==> config.mk <==
export PLATFORM = sky130hd
export DESIGN_NAME = multi_channel_watchdog_table_top
export DESIGN_NICKNAME = d
export VERILOG_FILES = /design/src/sv/mcwd_pkg.sv /design/src/sv/mcwd_ctrl.sv /design/src/sv/mcwd_datapath.sv /design/src/sv/multi_channel_watchdog_table_top.sv
export SDC_FILE = /design/constraint.sdc
export NUM_CORES = 2
export LEC_CHECK = 0
export ABC_AREA = 1
export BUFFER_PORTS_ARGS = -buffer_cell sky130_fd_sc_hd__buf_2
export CAP_MARGIN = 25
export CORE_ASPECT_RATIO = 0.9
export CORE_UTILIZATION = 45
export DETAILED_ROUTE_END_ITERATION = 16
export SYNTH_ARGS = -nofsm -noshare
export SYNTH_HDL_FRONTEND = slang
export SYNTH_SLANG_ARGS = --single-unit
export TNS_END_PERCENT = 50
==> constraint.sdc <==
create_clock -name clk_i -period 5.4 [get_ports clk_i]
set_clock_uncertainty 0.15 [all_clocks]
set_input_delay 0.81 -clock clk_i [delete_from_list [all_inputs] [get_ports clk_i]]
set_output_delay 0.81 -clock clk_i [all_outputs]
set_load 0.02 [all_outputs]
==> src/sv/mcwd_pkg.sv <==
// shared types and codes for the multi channel watchdog table
// used by mcwd_ctrl, mcwd_datapath and the top level; no dependencies
package mcwd_pkg;

  localparam int unsigned DefChannels = 16;
  localparam int unsigned KeyW        = 16;
  localparam int unsigned CountW      = 16;
  localparam int unsigned CmdW        = 2;
  localparam int unsigned StatusW     = 3;

  localparam logic [CmdW-1:0] CMD_TICK  = 2'd0;
  localparam logic [CmdW-1:0] CMD_REG   = 2'd1;
  localparam logic [CmdW-1:0] CMD_DEREG = 2'd2;
  localparam logic [CmdW-1:0] CMD_FEED  = 2'd3;

  localparam logic [StatusW-1:0] ST_OK       = 3'd0;
  localparam logic [StatusW-1:0] ST_SMALL    = 3'd1;
  localparam logic [StatusW-1:0] ST_DUP      = 3'd2;
  localparam logic [StatusW-1:0] ST_NOKEY    = 3'd3;
  localparam logic [StatusW-1:0] ST_FULL     = 3'd4;
  localparam logic [StatusW-1:0] ST_RESTART  = 3'd5;
  localparam logic [StatusW-1:0] ST_TICKDONE = 3'd6;

  // largest limit that is refused at register
  localparam logic [CountW-1:0] LimitMin = 16'd2;

  typedef struct packed {
    logic load;
    logic advance;
    logic out_restart;
    logic finish;
  } ctrl_t;

  typedef struct packed {
    logic last_slot;
    logic restart_hit;
    logic out_free;
  } stat_t;

endpackage

==> src/sv/mcwd_ctrl.sv <==
// sequencer for the watchdog table: accepts a word, steps the slot scan
// and issues the final result; uses mcwd_pkg
module mcwd_ctrl (
  input  logic            clk_i,
  input  logic            rst_ni,
  input  logic            s_valid_i,
  output logic            s_ready_o,
  input  mcwd_pkg::stat_t stat_i,
  output mcwd_pkg::ctrl_t ctrl_o
);

  localparam logic [1:0] S_IDLE = 2'd0;
  localparam logic [1:0] S_SCAN = 2'd1;
  localparam logic [1:0] S_FIN  = 2'd2;

  logic [1:0] state_q, state_d;

  always_comb begin
    state_d = state_q;
    ctrl_o  = '0;
    s_ready_o = 1'b0;
    case (state_q)
      S_IDLE: begin
        s_ready_o = 1'b1;
        if (s_valid_i) begin
          ctrl_o.load = 1'b1;
          state_d = S_SCAN;
        end
      end
      S_SCAN: begin
        // hold the slot while a restart word cannot be placed
        if (!stat_i.restart_hit || stat_i.out_free) begin
          ctrl_o.advance     = 1'b1;
          ctrl_o.out_restart = stat_i.restart_hit;
          if (stat_i.last_slot) begin
            state_d = S_FIN;
          end
        end
      end
      S_FIN: begin
        if (stat_i.out_free) begin
          ctrl_o.finish = 1'b1;
          state_d = S_IDLE;
        end
      end
      default: begin
        state_d = S_IDLE;
      end
    endcase
  end

  always_ff @(posedge clk_i or negedge rst_ni) begin
    if (!rst_ni) begin
      state_q <= S_IDLE;
    end else begin
      state_q <= state_d;
    end
  end

endmodule

==> src/sv/mcwd_datapath.sv <==
// slot memories, scan pointer, search flags and output register of the
// watchdog table; driven by mcwd_ctrl, uses mcwd_pkg
module mcwd_datapath #(
  parameter int unsigned Channels = mcwd_pkg::DefChannels
) (
  input  logic                           clk_i,
  input  logic                           rst_ni,
  input  mcwd_pkg::ctrl_t                ctrl_i,
  output mcwd_pkg::stat_t                stat_o,
  input  logic [mcwd_pkg::CmdW-1:0]      cmd_i,
  input  logic [mcwd_pkg::KeyW-1:0]      key_i,
  input  logic [mcwd_pkg::CountW-1:0]    limit_i,
  input  logic [mcwd_pkg::CountW-1:0]    grace_i,
  input  logic                           out_ready_i,
  output logic                           out_valid_o,
  output logic [mcwd_pkg::StatusW-1:0]   out_status_o,
  output logic [mcwd_pkg::KeyW-1:0]      out_key_o,
  output logic                           out_last_o
);

  localparam int unsigned IdxW = (Channels > 1) ? $clog2(Channels) : 1;
  localparam logic [IdxW-1:0] LastIdx = IdxW'(Channels - 1);
  localparam int unsigned CfgW = mcwd_pkg::KeyW + 2 * mcwd_pkg::CountW;
  localparam int unsigned RunW = mcwd_pkg::CountW + 1;

  logic [CfgW-1:0] cfg_mem [Channels];
  logic [RunW-1:0] run_mem [Channels];
  logic [CfgW-1:0] cfg_rd_q;
  logic [RunW-1:0] run_rd_q;

  logic [mcwd_pkg::CmdW-1:0]   cmd_q;
  logic [mcwd_pkg::KeyW-1:0]   key_q;
  logic [mcwd_pkg::CountW-1:0] limit_q;
  logic [mcwd_pkg::CountW-1:0] grace_q;

  logic [IdxW-1:0]     eidx_q;
  logic [Channels-1:0] valid_q;
  logic                match_q;
  logic [IdxW-1:0]     match_idx_q;
  logic                match_start_q;
  logic                free_q;
  logic [IdxW-1:0]     free_idx_q;

  logic                         out_valid_q;
  logic [mcwd_pkg::StatusW-1:0] out_status_q;
  logic [mcwd_pkg::KeyW-1:0]    out_key_q;
  logic                         out_last_q;

  logic [mcwd_pkg::KeyW-1:0]   rd_key;
  logic [mcwd_pkg::CountW-1:0] rd_limit;
  logic [mcwd_pkg::CountW-1:0] rd_grace;
  logic [mcwd_pkg::CountW-1:0] rd_count;
  logic                        rd_start;
  logic                        slot_valid;
  logic [mcwd_pkg::CountW-1:0] cnt_inc;
  logic                        grace_hit;
  logic                        limit_hit;
  logic                        key_hit;
  logic                        is_tick;
  logic [IdxW-1:0]             next_idx;
  logic [IdxW-1:0]             rd_addr;
  logic                        out_free;

  logic                         reg_ok;
  logic [mcwd_pkg::StatusW-1:0] fin_status;
  logic [mcwd_pkg::KeyW-1:0]    fin_key;

  logic            run_we;
  logic [IdxW-1:0] run_waddr;
  logic [RunW-1:0] run_wdata;

  assign rd_key   = cfg_rd_q[mcwd_pkg::KeyW-1:0];
  assign rd_limit = cfg_rd_q[mcwd_pkg::KeyW +: mcwd_pkg::CountW];
  assign rd_grace = cfg_rd_q[mcwd_pkg::KeyW + mcwd_pkg::CountW +: mcwd_pkg::CountW];
  assign rd_count = run_rd_q[mcwd_pkg::CountW-1:0];
  assign rd_start = run_rd_q[mcwd_pkg::CountW];

  assign slot_valid = valid_q[eidx_q];
  assign is_tick    = (cmd_q == mcwd_pkg::CMD_TICK);
  assign cnt_inc    = rd_count + 16'd1;
  assign grace_hit  = rd_start && (cnt_inc >= rd_grace);
  assign limit_hit  = !rd_start && (cnt_inc >= rd_limit);
  assign key_hit    = slot_valid && (rd_key == key_q);
  assign next_idx   = (eidx_q == LastIdx) ? '0 : eidx_q + 1'b1;
  assign out_free   = !out_valid_q || out_ready_i;

  always_comb begin
    if (ctrl_i.load) begin
      rd_addr = '0;
    end else if (ctrl_i.advance) begin
      rd_addr = next_idx;
    end else begin
      rd_addr = eidx_q;
    end
  end

  assign stat_o.last_slot   = (eidx_q == LastIdx);
  assign stat_o.restart_hit = is_tick && slot_valid && limit_hit;
  assign stat_o.out_free    = out_free;

  assign reg_ok = (cmd_q == mcwd_pkg::CMD_REG) && (limit_q > mcwd_pkg::LimitMin)
                  && !match_q && free_q;

  always_comb begin
    fin_key = key_q;
    case (cmd_q)
      mcwd_pkg::CMD_TICK: begin
        fin_status = mcwd_pkg::ST_TICKDONE;
        fin_key    = '0;
      end
      mcwd_pkg::CMD_REG: begin
        if (limit_q <= mcwd_pkg::LimitMin) begin
          fin_status = mcwd_pkg::ST_SMALL;
        end else if (match_q) begin
          fin_status = mcwd_pkg::ST_DUP;
        end else if (!free_q) begin
          fin_status = mcwd_pkg::ST_FULL;
        end else begin
          fin_status = mcwd_pkg::ST_OK;
        end
      end
      default: begin
        fin_status = match_q ? mcwd_pkg::ST_OK : mcwd_pkg::ST_NOKEY;
      end
    endcase
  end

  // counter and start flag write back
  always_comb begin
    run_we    = 1'b0;
    run_waddr = eidx_q;
    run_wdata = '0;
    if (ctrl_i.advance && is_tick && slot_valid) begin
      run_we    = 1'b1;
      run_wdata = {rd_start && !grace_hit,
                   (grace_hit || limit_hit) ? '0 : cnt_inc};
    end else if (ctrl_i.finish && reg_ok) begin
      run_we    = 1'b1;
      run_waddr = free_idx_q;
      run_wdata = {1'b1, {mcwd_pkg::CountW{1'b0}}};
    end else if (ctrl_i.finish && (cmd_q == mcwd_pkg::CMD_FEED) && match_q) begin
      run_we    = 1'b1;
      run_waddr = match_idx_q;
      run_wdata = {match_start_q, {mcwd_pkg::CountW{1'b0}}};
    end
  end

  always_ff @(posedge clk_i) begin
    if (run_we) begin
      run_mem[run_waddr] <= run_wdata;
    end
    run_rd_q <= run_mem[rd_addr];
  end

  always_ff @(posedge clk_i) begin
    if (ctrl_i.finish && reg_ok) begin
      cfg_mem[free_idx_q] <= {grace_q, limit_q, key_q};
    end
    cfg_rd_q <= cfg_mem[rd_addr];
  end

  always_ff @(posedge clk_i) begin
    if (ctrl_i.load) begin
      cmd_q   <= cmd_i;
      key_q   <= key_i;
      limit_q <= limit_i;
      grace_q <= grace_i;
    end
    if (ctrl_i.advance && !match_q && key_hit) begin
      match_idx_q   <= eidx_q;
      match_start_q <= rd_start;
    end
    if (ctrl_i.advance && !free_q && !slot_valid) begin
      free_idx_q <= eidx_q;
    end
    if (ctrl_i.out_restart) begin
      out_status_q <= mcwd_pkg::ST_RESTART;
      out_key_q    <= rd_key;
      out_last_q   <= 1'b0;
    end else if (ctrl_i.finish) begin
      out_status_q <= fin_status;
      out_key_q    <= fin_key;
      out_last_q   <= 1'b1;
    end
  end

  always_ff @(posedge clk_i or negedge rst_ni) begin
    if (!rst_ni) begin
      eidx_q      <= '0;
      valid_q     <= '0;
      match_q     <= 1'b0;
      free_q      <= 1'b0;
      out_valid_q <= 1'b0;
    end else begin
      eidx_q <= rd_addr;
      if (ctrl_i.load) begin
        match_q <= 1'b0;
        free_q  <= 1'b0;
      end else if (ctrl_i.advance) begin
        if (key_hit) begin
          match_q <= 1'b1;
        end
        if (!slot_valid) begin
          free_q <= 1'b1;
        end
      end
      if (ctrl_i.finish && reg_ok) begin
        valid_q[free_idx_q] <= 1'b1;
      end else if (ctrl_i.finish && (cmd_q == mcwd_pkg::CMD_DEREG) && match_q) begin
        valid_q[match_idx_q] <= 1'b0;
      end
      if (ctrl_i.out_restart || ctrl_i.finish) begin
        out_valid_q <= 1'b1;
      end else if (out_ready_i) begin
        out_valid_q <= 1'b0;
      end
    end
  end

  assign out_valid_o  = out_valid_q;
  assign out_status_o = out_status_q;
  assign out_key_o    = out_key_q;
  assign out_last_o   = out_last_q;

endmodule

==> src/sv/multi_channel_watchdog_table_top.sv <==
// Watchdog table of Channels slots keyed by a 16-bit client id. Every input
// word (tick, register, deregister or feed) is handled by one pass over all
// slots, reading one slot a cycle from the slot memories while no result
// word is held back, followed by a closing step that issues the result;
// each result word that finds the output register still occupied holds
// the pass until it drains. A tick gives one restart word per expiring
// channel in slot order and then a tick-done word with tlast set; every
// other command gives a single word with tlast set.
// top level: joins mcwd_ctrl and mcwd_datapath, uses mcwd_pkg
module multi_channel_watchdog_table_top #(
  parameter int unsigned Channels = mcwd_pkg::DefChannels
) (
  input  logic        clk_i,
  input  logic        rst_ni,
  input  logic        s_axis_tvalid,
  output logic        s_axis_tready,
  input  logic [47:0] s_axis_tdata,   // client_key, restart_limit, start_grace
  input  logic [1:0]  s_axis_tuser,   // cmd
  output logic        m_axis_tvalid,
  input  logic        m_axis_tready,
  output logic [15:0] m_axis_tdata,   // event_key
  output logic [2:0]  m_axis_tuser,   // status
  output logic        m_axis_tlast
);

  mcwd_pkg::ctrl_t ctrl;
  mcwd_pkg::stat_t stat;

  mcwd_ctrl u_ctrl (
    .clk_i     (clk_i),
    .rst_ni    (rst_ni),
    .s_valid_i (s_axis_tvalid),
    .s_ready_o (s_axis_tready),
    .stat_i    (stat),
    .ctrl_o    (ctrl)
  );

  mcwd_datapath #(
    .Channels (Channels)
  ) u_datapath (
    .clk_i        (clk_i),
    .rst_ni       (rst_ni),
    .ctrl_i       (ctrl),
    .stat_o       (stat),
    .cmd_i        (s_axis_tuser),
    .key_i        (s_axis_tdata[15:0]),
    .limit_i      (s_axis_tdata[31:16]),
    .grace_i      (s_axis_tdata[47:32]),
    .out_ready_i  (m_axis_tready),
    .out_valid_o  (m_axis_tvalid),
    .out_status_o (m_axis_tuser),
    .out_key_o    (m_axis_tdata),
    .out_last_o   (m_axis_tlast)
  );

endmodule

==> metrics.yaml <==
run_status:
  status: "completed"
synthesis:
  avgSynthCellArea_um2: 10.5
  synth_warnings: 0
  yosysSeqAreaShare_pct: 66.1
  syn_inst: 5117
  ys_seq_elements: 1209
  syn_nets: 5205
  syn_area_um2: 53700
  yosysUniqueCellTypes: 40
drt:
  vias: 37000
  wl_mm: 145
  ant_nets: 0
  wl_per_cell_um: 21.3
  drt-initial-drc-count: 4305
  via_per_inst: 5.45
  remaining_drc_errors: 0
  first_pass_iters: 6
timing:
  max_freq_mhz: 202
  rsz0062_at_grt: "no"
  post-route-period-util_pct: 91.9
  period_minus_slack_ns: 4.96
  holdWs_ns: 0.0967
  slew_headroom_pct: 6.96
  tightest_slew_ns: 1.40
  final.setup.tns_ns: 0
  setup_viol: 0
  final_hold_viol_count: 0
  final_max_slew_viol_count: 0
global_routing:
  grt_pass1_wl_mm: 220
  grt_util_all_layers_pct: 23.8
  grt_pass1_vias: 34900
  grt_start_max_net_pins: 207
  grt_overflow: 0
  antenna_found_initial: 1
placed_design:
  io_buffers: 75
  hpwlAfterDp_mm: 75.1
  place_congestion: 0.861
die:
  io-pin-count: 76
  dieArea_um2: 121000
  die_x_um: 366
  rows: 119
  core_um2: 118000
  die_y_um: 330
  initial_utilization_pct: 45.6
setup_path:
  path_max_fanout: 96
  cp-start-kind: "flop"
  critPathSlowestCell: "buf_16"
  cp-end-kind: "flop"
  cpMostUsedCell: "nand3_1"
  max_stage_delay_ns: 0.38
  crit_buf_inv: 4
  required_ns: 5.85
  crit_type: "reg2reg"
  critical_path.top_delay_family: "simple AND/OR/NAND/NOR gates"
  cp.arrival_ns: 5.42
finish:
  final_common_cell: "inv_1"
  drive_gt1_share_pct: 8.50
  nets: 5205
  area_growth_syn_to_layout_pct: 12.7
  layout_common_cells: "inv_1 (1153), edfxtp_1 (1115), nand3_1 (945)"
clocking:
  cts_tree: "yes"
  numCtsBuffers: 121
  insertion_delay_ns: 0.73
  clock_path_buffers: 3
  cts.clk_slew.worst_paths_ns: 0.06
  htreeDepth: 3
  cts_root_buffer: "clkbuf_16"
  cts.sinks: 1209
worst_hold_path:
  hp-class: "in2reg"
power:
  cellPowerDensity_nw_per_um2: 567
  ir_worst_vdd_v: 0.000653
  leakage_nw: 25.6
run:
  maxCapViolCount: 0
## per-stage QoR
stage	cells	utilization [%]	area, um^2	power (mW)	setup WS [ns]
after floorplan	5117	-	53700	21.4	0.782
after global placement	6551	48.0	56400	26.0	0.474
after detailed placement	6552	48.0	56500	26.1	0.311
after CTS	6783	51.3	60300	34.3	0.218
after global routing	6797	51.4	60500	36.2	0.00464
final	6798	51.4	60500	34.3	0.438
## sequential cells by signal (all words and copies together) (netlist names), 17 cells and up
name	cells
u_datapath.run_mem	272
u_datapath.cfg_mem	768
u_datapath.run_rd_q	17
u_datapath.cfg_rd_q	48
## routing by layer
layer	GRT usage, %	up-vias	part of all wire (%)
li1	-	17400	-
met1	33.6	18000	43
met2	38.9	1430	47
met3	3.28	236	7.2
met4	6.20	2	2.1
met5	0	-	0.012
## worst paths after layout
| path | from | to | slack (ns) | cells past startpoint |
|---|---|---|---|---|
| worst max-delay path | u_datapath.run_rd_q[0]$_DFF_P_ | u_datapath.cfg_rd_q[26]$_DFF_P_ | 0.44 | 25 |
| max in group asynchronous | rst_ni | u_ctrl.state_q[0]$_DFFE_PN0P_ | 4.21 | 2 |
| min in group asynchronous | rst_ni | u_datapath.out_valid_o$_DFFE_PN0P_ | 0.48 | 2 |
| worst max register to register | u_datapath.run_rd_q[0]$_DFF_P_ | u_datapath.cfg_rd_q[26]$_DFF_P_ | 0.44 | 25 |
| worst min-delay path | s_axis_tdata[13] | u_datapath.key_q[13]$_DFFE_PP_ | 0.1 | 1 |
| worst min register to register | u_datapath.out_status_o[0]$_SDFFE_PP1P_ | u_datapath.out_status_o[0]$_SDFFE_PP1P_ | 0.34 | 2 |
## logic make-up after synthesis
group / share of synthesized area, %
buffers and inverters: 11.0
adders and majority gates: 0.792
and+or+nand+nor: 20.8
DFF: 66.1
xor gates and xnor gates: 0.440
AOI/OAI and AO/OA: 0.886
## area by class of cell
cell class                      instances  area (um^2)
Clock buffer                          171         3420
Antenna cell                            1         2.50
Tap cell                             1573         1970
Clock inverter                         59          444
Timing Repair Buffer                  210         2300
Sequential cell                      1209        35500
Multi-Input combinational cell       2415        12500
Fill cell                           10300        57100
Inverter                             1160         4370
## where the power goes
group / switching [mW] / internal [mW] / leakage (nW)
Clock: 3.56 / 4.63 / 1.90
Combinational: 9.90 / 4.69 / 12.8
Sequential: 0.585 / 10.9 / 11.0
## what timing repair did
| action | CTS | global route |
|---|---|---|
| endpoints found under the hold margin | 25 | 0 |
| endpoints found under the setup margin | 0 | 57 |
| setup buffers | 0 | 5 |
| hold buffers | 1 | 0 |
| resized for setup | 0 | 5 |
## worst register-to-register path: cells and delay by family, from the launching register on
kind            cells  cell delay, ns
simple gates       16            2.39
buf+inv             4            1.11
fa+ha+maj           2            0.48
flops               1            0.33
compound gates      2            0.21
xor+xnor            1            0.19
## cell usage after synthesis, drive strengths merged
cell type | n | area [um^2]
a21boi | 1 | 7.51
xnor2 | 1 | 8.76
o22ai | 2 | 12.5
nand3b | 5 | 37.5
buf | 187 | 997
a21oi | 42 | 214
a2111o | 1 | 11.3
xor2 | 26 | 228
a221oi | 2 | 17.5
ha | 34 | 425
nand2 | 677 | 2560
nor2 | 97 | 372
o221ai | 1 | 8.76
nor3b | 1 | 7.51
a22o | 14 | 123
nand3 | 950 | 4790
nor3 | 14 | 70.1
dfrtp | 25 | 626
a31oi | 1 | 6.26
nor4 | 3 | 18.8
a22oi | 1 | 7.51
dfxtp | 69 | 1380
or2 | 2 | 12.5
o21a | 1 | 7.51
inv | 1160 | 4350
clkbuf | 146 | 548
o21ai | 12 | 60.1
edfxtp | 1115 | 33500
nand4 | 527 | 3300
No activity file was read; power rests on OpenSTA's default activity.
